$ cat src/rtl/core/siim_pkg.sv
// Shared constants and the command and status types between controller and datapath of the sorted interval table.
package siim_pkg;

    // Default sizing of the interval table.
    localparam int MAX_INTERVALS_DEF = 16;
    localparam int BOUND_WIDTH_DEF   = 32;

    // Commands from the controller to the datapath.
    typedef struct packed {
        logic load;    // capture the incoming word and restart the scan
        logic step;    // one scan step: place the new interval or handle one stored entry of the old table
        logic finish;  // place a pending interval and commit the new table unless it overflows
        logic emit;    // the table dump is in progress
        logic take;    // the current result word is being taken downstream
    } siim_cmd_t;

    // Status from the datapath to the controller.
    typedef struct packed {
        logic scan_done;  // every entry of the old table has been visited
        logic last;       // the current result word is the final one of the dump
    } siim_sts_t;

endpackage

$ cat src/rtl/core/siim_ctrl.sv
// Sequencing state machine for the sorted interval table.
module siim_ctrl (
    input  logic                clk,
    input  logic                rst_n,
    input  logic                in_valid,
    output logic                in_stall,
    output logic                out_valid,
    input  logic                out_stall,
    input  siim_pkg::siim_sts_t sts,
    output siim_pkg::siim_cmd_t cmd
);
    import siim_pkg::*;

    localparam logic [1:0] ST_IDLE = 2'd0;
    localparam logic [1:0] ST_SCAN = 2'd1;
    localparam logic [1:0] ST_LOAD = 2'd2;
    localparam logic [1:0] ST_EMIT = 2'd3;

    logic [1:0] state_reg;
    logic [1:0] state_next;

    // Handshake outputs follow the state alone.
    assign in_stall  = (state_reg != ST_IDLE);
    assign out_valid = (state_reg == ST_EMIT);

    // Commands to the datapath.
    always_comb
    begin
        cmd.load   = in_valid && (state_reg == ST_IDLE);
        cmd.step   = (state_reg == ST_SCAN) && !sts.scan_done;
        cmd.finish = (state_reg == ST_SCAN) && sts.scan_done;
        cmd.emit   = (state_reg == ST_EMIT);
        cmd.take   = (state_reg == ST_EMIT) && !out_stall;
    end

    // Next-state logic.
    always_comb
    begin
        state_next = state_reg;
        unique case (state_reg)
            ST_IDLE:
            begin
                if (in_valid)
                begin
                    state_next = ST_SCAN;
                end
            end
            ST_SCAN:
            begin
                if (sts.scan_done)
                begin
                    state_next = ST_LOAD;
                end
            end
            ST_LOAD:
            begin
                state_next = ST_EMIT;
            end
            ST_EMIT:
            begin
                if (!out_stall && sts.last)
                begin
                    state_next = ST_IDLE;
                end
            end
            default:
            begin
                state_next = ST_IDLE;
            end
        endcase
    end

    // State register.
    always_ff @(posedge clk or negedge rst_n)
    begin
        if (!rst_n)
        begin
            state_reg <= ST_IDLE;
        end
        else
        begin
            state_reg <= state_next;
        end
    end

endmodule

$ cat src/rtl/core/siim_dp.sv
// Datapath of the sorted interval table: double-buffered table memory, scan and dump.
module siim_dp #(
    parameter int MAX_INTERVALS = siim_pkg::MAX_INTERVALS_DEF,
    parameter int BOUND_WIDTH   = siim_pkg::BOUND_WIDTH_DEF
) (
    input  logic                          clk,
    input  logic                          rst_n,
    input  siim_pkg::siim_cmd_t           cmd,
    output siim_pkg::siim_sts_t           sts,
    input  logic signed [BOUND_WIDTH-1:0] new_lower,
    input  logic signed [BOUND_WIDTH-1:0] new_upper,
    output logic signed [BOUND_WIDTH-1:0] out_lower,
    output logic signed [BOUND_WIDTH-1:0] out_upper,
    output logic                          last_entry,
    output logic                          overflow
);
    import siim_pkg::*;

    localparam int IW        = $clog2(MAX_INTERVALS);
    localparam int CW        = $clog2(MAX_INTERVALS + 2);
    localparam int AW        = IW + 1;
    localparam int MEM_DEPTH = 1 << AW;

    // Two table halves; bank_reg selects the live one, the other receives the rebuild.
    logic [BOUND_WIDTH-1:0] mem_lower [MEM_DEPTH];
    logic [BOUND_WIDTH-1:0] mem_upper [MEM_DEPTH];

    logic                   bank_reg,   bank_next;
    logic [CW-1:0]          cnt_reg,    cnt_next;
    logic [CW-1:0]          i_reg,      i_next;
    logic [CW-1:0]          n_reg,      n_next;
    logic [CW-1:0]          e_reg,      e_next;
    logic                   placed_reg, placed_next;
    logic                   ovf_reg,    ovf_next;
    logic [BOUND_WIDTH-1:0] tl_reg,     tl_next;
    logic [BOUND_WIDTH-1:0] tu_reg,     tu_next;
    logic [BOUND_WIDTH-1:0] rd_lower_reg;
    logic [BOUND_WIDTH-1:0] rd_upper_reg;

    logic                   wr_en;
    logic                   wr_ok;
    logic [BOUND_WIDTH-1:0] wr_lower;
    logic [BOUND_WIDTH-1:0] wr_upper;
    logic [AW-1:0]          wr_addr;
    logic [CW-1:0]          rd_idx;
    logic [AW-1:0]          rd_addr;
    logic [CW-1:0]          n_fin;
    logic [BOUND_WIDTH-1:0] el;
    logic [BOUND_WIDTH-1:0] eu;

    assign el = rd_lower_reg;
    assign eu = rd_upper_reg;

    // Status to the controller.
    assign sts.scan_done = (i_reg == cnt_reg);
    assign sts.last      = last_entry;

    // Result word straight from the registered memory read.
    assign out_lower  = $signed(rd_lower_reg);
    assign out_upper  = $signed(rd_upper_reg);
    assign last_entry = (CW'(e_reg + 1'b1) == cnt_reg);
    assign overflow   = ovf_reg;

    // Scan, merge and commit logic.
    always_comb
    begin
        bank_next   = bank_reg;
        cnt_next    = cnt_reg;
        i_next      = i_reg;
        n_next      = n_reg;
        e_next      = e_reg;
        placed_next = placed_reg;
        ovf_next    = ovf_reg;
        tl_next     = tl_reg;
        tu_next     = tu_reg;
        wr_en       = 1'b0;
        wr_lower    = el;
        wr_upper    = eu;
        n_fin       = CW'(n_reg + CW'(!placed_reg));

        if (cmd.load)
        begin
            tl_next     = new_lower;
            tu_next     = new_upper;
            i_next      = '0;
            n_next      = '0;
            e_next      = '0;
            placed_next = 1'b0;
        end

        if (cmd.step)
        begin
            priority if (placed_reg)
            begin
                // Past the insertion point: copy the entry across.
                wr_en  = 1'b1;
                n_next = CW'(n_reg + 1'b1);
                i_next = CW'(i_reg + 1'b1);
            end
            else if ($signed(tu_reg) < $signed(el))
            begin
                // Entry lies wholly above: write the new interval, revisit the entry.
                wr_en       = 1'b1;
                wr_lower    = tl_reg;
                wr_upper    = tu_reg;
                n_next      = CW'(n_reg + 1'b1);
                placed_next = 1'b1;
            end
            else if ($signed(eu) < $signed(tl_reg))
            begin
                // Entry lies wholly below: keep it.
                wr_en  = 1'b1;
                n_next = CW'(n_reg + 1'b1);
                i_next = CW'(i_reg + 1'b1);
            end
            else
            begin
                // Overlapping or touching: absorb the entry.
                if ($signed(el) < $signed(tl_reg))
                begin
                    tl_next = el;
                end
                if ($signed(tu_reg) < $signed(eu))
                begin
                    tu_next = eu;
                end
                i_next = CW'(i_reg + 1'b1);
            end
        end

        if (cmd.finish)
        begin
            // Append the interval if nothing lay above it, then commit unless full.
            if (!placed_reg)
            begin
                wr_en    = 1'b1;
                wr_lower = tl_reg;
                wr_upper = tu_reg;
            end
            n_next   = n_fin;
            ovf_next = (n_fin > CW'(MAX_INTERVALS));
            if (!(n_fin > CW'(MAX_INTERVALS)))
            begin
                bank_next = !bank_reg;
                cnt_next  = n_fin;
            end
        end

        if (cmd.take)
        begin
            e_next = CW'(e_reg + 1'b1);
        end
    end

    // Memory addressing: writes go to the spare half, reads are addressed with the next index.
    assign wr_ok   = wr_en && (n_reg < CW'(MAX_INTERVALS));
    assign wr_addr = {!bank_reg, n_reg[IW-1:0]};

    always_comb
    begin
        priority if (cmd.step)
        begin
            rd_idx = i_next;
        end
        else if (cmd.emit)
        begin
            rd_idx = e_next;
        end
        else
        begin
            rd_idx = '0;
        end
    end

    assign rd_addr = {bank_reg, rd_idx[IW-1:0]};

    // Table memory with registered read.
    always_ff @(posedge clk)
    begin
        if (wr_ok)
        begin
            mem_lower[wr_addr] <= wr_lower;
            mem_upper[wr_addr] <= wr_upper;
        end
        rd_lower_reg <= mem_lower[rd_addr];
        rd_upper_reg <= mem_upper[rd_addr];
    end

    // Control registers.
    always_ff @(posedge clk or negedge rst_n)
    begin
        if (!rst_n)
        begin
            bank_reg   <= 1'b0;
            cnt_reg    <= '0;
            i_reg      <= '0;
            n_reg      <= '0;
            e_reg      <= '0;
            placed_reg <= 1'b0;
            ovf_reg    <= 1'b0;
        end
        else
        begin
            bank_reg   <= bank_next;
            cnt_reg    <= cnt_next;
            i_reg      <= i_next;
            n_reg      <= n_next;
            e_reg      <= e_next;
            placed_reg <= placed_next;
            ovf_reg    <= ovf_next;
        end
    end

    // Working interval bounds.
    always_ff @(posedge clk)
    begin
        tl_reg <= tl_next;
        tu_reg <= tu_next;
    end

endmodule

$ cat src/rtl/core/sorted_interval_insert_merge_top.sv
// Operation: the scan visits each stored entry in turn, with one more step if the new
// interval is placed before an entry, then commits the new table; a load state reads the
// first entry, and the dump then shows one entry at a time, held while out_stall is high.
// A new input word is taken only once the final word of the dump has been taken.
// Reset: the entry count, table bank and state machine clear at once; memory is not cleared.
module sorted_interval_insert_merge_top #(
    parameter int MAX_INTERVALS = siim_pkg::MAX_INTERVALS_DEF,
    parameter int BOUND_WIDTH   = siim_pkg::BOUND_WIDTH_DEF
) (
    input  logic                          clk,
    input  logic                          rst_n,
    input  logic                          in_valid,
    output logic                          in_stall,
    input  logic signed [BOUND_WIDTH-1:0] new_lower,
    input  logic signed [BOUND_WIDTH-1:0] new_upper,
    output logic                          out_valid,
    input  logic                          out_stall,
    output logic signed [BOUND_WIDTH-1:0] out_lower,
    output logic signed [BOUND_WIDTH-1:0] out_upper,
    output logic                          last_entry,
    output logic                          overflow
);
    import siim_pkg::*;

    siim_cmd_t cmd;
    siim_sts_t sts;

    // Sequencer.
    siim_ctrl u_ctrl (
        .clk       (clk),
        .rst_n     (rst_n),
        .in_valid  (in_valid),
        .in_stall  (in_stall),
        .out_valid (out_valid),
        .out_stall (out_stall),
        .sts       (sts),
        .cmd       (cmd)
    );

    // Table storage and interval arithmetic.
    siim_dp #(
        .MAX_INTERVALS (MAX_INTERVALS),
        .BOUND_WIDTH   (BOUND_WIDTH)
    ) u_dp (
        .clk        (clk),
        .rst_n      (rst_n),
        .cmd        (cmd),
        .sts        (sts),
        .new_lower  (new_lower),
        .new_upper  (new_upper),
        .out_lower  (out_lower),
        .out_upper  (out_upper),
        .last_entry (last_entry),
        .overflow   (overflow)
    );

endmodule

$ cat config.mk
export PLATFORM = sky130hd
export DESIGN_NAME = sorted_interval_insert_merge_top
export DESIGN_NICKNAME = d
export VERILOG_FILES = /design/src/rtl/core/siim_pkg.sv /design/src/rtl/core/siim_ctrl.sv /design/src/rtl/core/siim_dp.sv /design/src/rtl/core/sorted_interval_insert_merge_top.sv
export SDC_FILE = /design/constraint.sdc
export NUM_CORES = 2
export LEC_CHECK = 0
export BUFFER_PORTS_ARGS = -buffer_cell sky130_fd_sc_hd__buf_2
export CORE_UTILIZATION = 30
export DETAILED_ROUTE_END_ITERATION = 10
export PLACE_DENSITY = 0.54
export SLEW_MARGIN = 5
export SYNTH_ARGS = -nofsm -noshare
export SYNTH_HDL_FRONTEND = slang
export SYNTH_HIERARCHICAL = 1
export SYNTH_SLANG_ARGS = --single-unit
$ cat constraint.sdc
create_clock -name clk -period 15.9 [get_ports clk]
set_input_delay 3.975 -clock clk [delete_from_list [all_inputs] [get_ports clk]]
set_output_delay 3.975 -clock clk [all_outputs]
set_load 0.01 [all_outputs]
==> results.txt <==
The flow ran to the end, and the final reports show no timing, DRC or antenna violations. For this run, the post-layout net count is 7,229. Setup repair after global routing left no endpoint under its margin. A synthesized cell averages 13.00 um2. The number of violations of the max-capacitance limit was 0.

The floorplan has 200 rows. In this run, CTS created clock tree buffers numbering 226. The run gives 0 ns as the setup TNS after final layout.

The endpoint type of the worst setup path is a flop. After synthesis, the cell types taking the most area are edfxtp_1 (68%), nand2_1 (8.8%), a311oi_1 (4.7%). The routed layout has 58,974 vias. On the final layout, the worst clock skew is 0.1335 ns. The fraction of layout cells with a size suffix above 1 works out to 0.1101. The number of search-and-repair iterations in the first detailed-routing pass was 6; the leakage power total was 0.03587 uW. The via count of the first global-routing pass was 55,620. Derived from the worst setup path, the maximum achievable clock frequency is 0.1202 GHz. The power per cell area was 213.8 nW/um2; the data required time at the worst endpoint was 16.60 ns. The count of nets left with antenna violations once routing finished came out at 0. For the pin with the worst max-slew slack, the measured transition is 1.334 ns. STA classifies the critical path startpoint as a primary input. The min-delay analysis places its worst path in the category reg2reg.

The largest area contributor in the netlist is edfxtp_1. After global routing the overflow that remains totals 0. The number of vias per cell was 5.292.

The die extent in y was 549.5 um; the number of design rule violations left after detail routing was 0. Detailed placement finished with a half-perimeter wire length of 164.1 mm. The post-layout utilization of the core is 0.3463. VDD sags by at most 0.2004 mV. The share of Yosys cell area claimed by the top area cell type was 0.6838. The starting density of the core was 0.3023; the iteration-0 DRC count of the detailed router was 6,542. In this run, synthesis produced a sequential element count of 2,201. Among all flip-flop cells after synthesis, the most frequent one is edfxtp_1.

The remaining max-slew budget at the tightest pin was 0.1105. Counting every net in the synthesized netlist gives 7,122. The hold violation count in the final report is 0, and the count of unique library cells instantiated by Yosys is 74. At the placement stage, the worst setup path has a slack of 6.875 ns.

The number of flops mapped to enable cells by yosys came out at 2,048. The largest driver fanout on the critical path is 76, and the total of endpoints with negative setup slack in the final report is 0. The count of buffering cells on the critical path with inverters included works out to 6. The tools report the detailed-route wire length as 294.5 mm. Pin placement for this block handled 136 I/O pins. The synthesized instance count was 6,917; the die boundary width was 549.5 um. Yosys printed 6 warnings. The initial antenna violation count was 13; the all-layer global routing usage was 0.1900. The critical path start-end classification is in2reg. The post-detailed-route wirelength per cell is 26.42 um, and the setup slack after layout is 7.580 ns. Entering global routing, the biggest net connects 174 pins. The setup fix buffers added after clock tree synthesis is 0. Shortest period the worst path allows: 8.320 ns. In the final layout, the registers with the most flip-flops are u_dp/mem_lower: 1024 flops, u_dp/mem_upper: 1024 flops. The number of gates resized after CTS was 0. The die covers 302,000 um2.

The clock drives 2,201 sinks. Walking the worst path, the cells encountered are buf_2 -> inv_1 -> nor2_4 -> buf_4 -> nor2_1 -> a22o_1 -> nor2b_1 -> a31oi_1 -> o21ai_4 -> buf_4 -> buf_4 -> buf_4 -> nand2_1 -> and3_1 -> a311oi_1 -> a311oi_1 -> nor4_1. The slowest stage of the critical path belongs to the cell buf_4. In this design, the critical path's most frequently occurring cell is buf_4. The H-tree generated during clock tree synthesis spans 4 levels. The tools report the maximum number of buffers from clock root to sink as 4.

The ratio of final minimum period to clock period came out at 0.5232. The area overhead of the layout relative to synthesis works out to 14.56%. TritonCTS built the clock tree. Broken down by cell family, the worst path's largest delay share belongs to buffers and inverters. The logs give 0.92 ns for the source-to-sink clock delay at the later pin of the worst-skew pair and 0 for the total of hold buffers inserted after clock tree synthesis. The number of pins exceeding their max-slew limit in the final report was 0. In this design, the stage delay of the slowest critical-path cell is 0.79 ns.

The fraction of registers with async set or reset after synthesis is 0.01136. The number of port buffers was 135. The cell area that synthesis handed to floorplanning was 89,940 um2. The first global-routing pass estimated 416.0 mm of wire. The clock root buffer is clkbuf_16. The logs give 0.7192 for the share of the yosys chip area belonging to registers and 297,500 um2 for the area of the placeable core.

At the worst endpoint, the arrival time is 9.02 ns. The congestion estimate from routability-driven global placement came to 0.8424. After clock tree synthesis, the clock-pin slew on the worst setup and hold paths is 0.06 ns.
==> path summary, 6_finish.rpt <==
kind                                     from                   to  depth (start not counted)  slack, ns
max reg2reg                u_dp/out_lower[20]    u_dp/out_upper[3]                         17       8.65
min reg2reg                     u_dp/overflow        u_dp/overflow                          1       0.48
max                                  in_valid    u_dp/out_upper[3]                         17       7.58
min in group asynchronous               rst_n  u_ctrl/state_reg[1]                          1       3.13
max in group asynchronous               rst_n      u_dp/cnt_reg[4]                          1      12.37
min                             u_dp/overflow        u_dp/overflow                          1       0.48
==> where the power goes <==
group	switching, uW	leakage [uW]	internal, uW
combinational	5760	0.0125	2180
clock	2230	0.00361	3110
sequential	473	0.0198	8280
==> cells in the final DEF (no fill, tap or decap), types with 6 or more instances in the layout <==
cell / synthesis / routed
bufinv_16: 0 / 24
nor3_1: 37 / 10
dfxtp_1: 128 / 128
o21ai_1: 1 / 12
mux2i_1: 152 / 152
buf_4: 33 / 191
nand3_1: 471 / 471
nand2_1: 2115 / 2113
clkinv_1: 2 / 49
nand2b_1: 14 / 14
a21oi_1: 44 / 42
dfrtp_1: 25 / 25
xor2_1: 8 / 8
nor3_2: 1 / 28
clkbuf_16: 0 / 231
inv_1: 109 / 109
buf_12: 0 / 13
nor4_1: 53 / 53
clkinv_2: 0 / 40
xnor2_1: 11 / 11
nor2_1: 29 / 20
buf_2: 180 / 135
a31oi_1: 16 / 16
clkinvlp_4: 0 / 8
clkbuf_8: 0 / 18
nor2b_1: 15 / 15
nor2_4: 0 / 9
ha_1: 137 / 137
a21o_1: 35 / 35
mux2_2: 11 / 11
edfxtp_1: 2048 / 2048
and3_1: 283 / 283
a311oi_1: 478 / 478
o21ai_0: 117 / 54
nand4_1: 33 / 33
o21ai_4: 1 / 6
a211oi_1: 7 / 7
clkbuf_1: 195 / 37
o21ai_2: 1 / 48
==> layout make-up <==
type                            instances  area [um2]
Antenna cell                            2       5.005
Clock buffer                          286        6167
Clock inverter                        122        1199
Fill cell                           28786      194500
Inverter                              112       420.4
Multi-Input combinational cell       4144       23250
Sequential cell                      2201       64690
Tap cell                             3939        4928
Timing Repair Buffer                  339        2370
==> per-stage QoR <==
| stage | area [um2] | hold slack, ns | power (uW) | instances |
|---|---|---|---|---|
| after floorplan | 89940 | 0.4661 | 13650 | 6917 |
| after global placement | 95650 | 0.4726 | 16580 | 10735 |
| after detailed placement | 95650 | 0.4819 | 16720 | 10735 |
| after CTS | 103000 | 0.4932 | 22040 | 11143 |
| after global routing | 103000 | 0.5135 | 22980 | 11145 |
| final | 103000 | 0.4846 | 22030 | 11145 |
==> synthesized netlist by cell type, drive strengths merged, types with 2 or more instances <==
| library cell | n |
|---|---|
| o21ai | 120 |
| dfrtp | 25 |
| or3 | 3 |
| o32ai | 2 |
| o31ai | 6 |
| inv | 110 |
| a31oi | 16 |
| a311oi | 478 |
| xnor2 | 11 |
| nand3 | 472 |
| mux2 | 12 |
| a31o | 3 |
| o221a | 2 |
| o211ai | 4 |
| o221ai | 3 |
| and2 | 3 |
| a32o | 2 |
| o211a | 2 |
| clkbuf | 195 |
| a211oi | 7 |
| dfxtp | 128 |
| nor2 | 29 |
| a32oi | 4 |
| nand2 | 2115 |
| ha | 137 |
| a21o | 35 |
| xor2 | 8 |
| nand2b | 15 |
| and3 | 283 |
| clkinv | 2 |
| a21oi | 44 |
| nand4 | 33 |
| o21a | 7 |
| or4 | 2 |
| a22o | 3 |
| buf | 265 |
| nor3 | 38 |
| nor2b | 16 |
| mux2i | 152 |
| a2111oi | 3 |
| o22ai | 3 |
| edfxtp | 2048 |
| nor4 | 56 |
==> worst reg2reg max path, cell delays in order, from the launching register on <==
cell	delay (ns)
dfxtp_1	0.88
inv_1	0.26
ha_1	0.36
nand2_1	0.05
nor2_1	0.19
and3b_1	0.47
o31ai_4	0.18
a21bo_2	0.33
a31o_2	0.42
o21ai_4	0.69
buf_4	0.72
buf_4	0.68
buf_4	0.81
nand2_1	0.17
and3_1	0.21
a311oi_1	0.27
a311oi_1	0.10
nor4_1	0.31
==> kinds of logic (layout without fill, tap and decap cells) <==
logic type / after synthesis / after routing / share of synthesized area
AOI/OAI and AO/OA: 752 / 752 / 0.06593
xor gates and xnor gates: 19 / 19 / 0.001850
adders and majority gates: 137 / 137 / 0.01906
buffers and inverters: 572 / 859 / 0.02784
DFF: 2201 / 2201 / 0.7192
muxes: 164 / 164 / 0.01846
other: 0 / 2 / 0
and+or+nand+nor: 3072 / 3072 / 0.1476
==> layer usage <==
metal	GRT usage	wire length [um]	part of all wire
met2	0.3122	139100	0.47
met5	0	0	0
met4	0.06143	9363	0.032
met1	0.2615	125900	0.43
met3	0.02154	20110	0.068
Note: power is estimated with default switching activity, not from simulation.
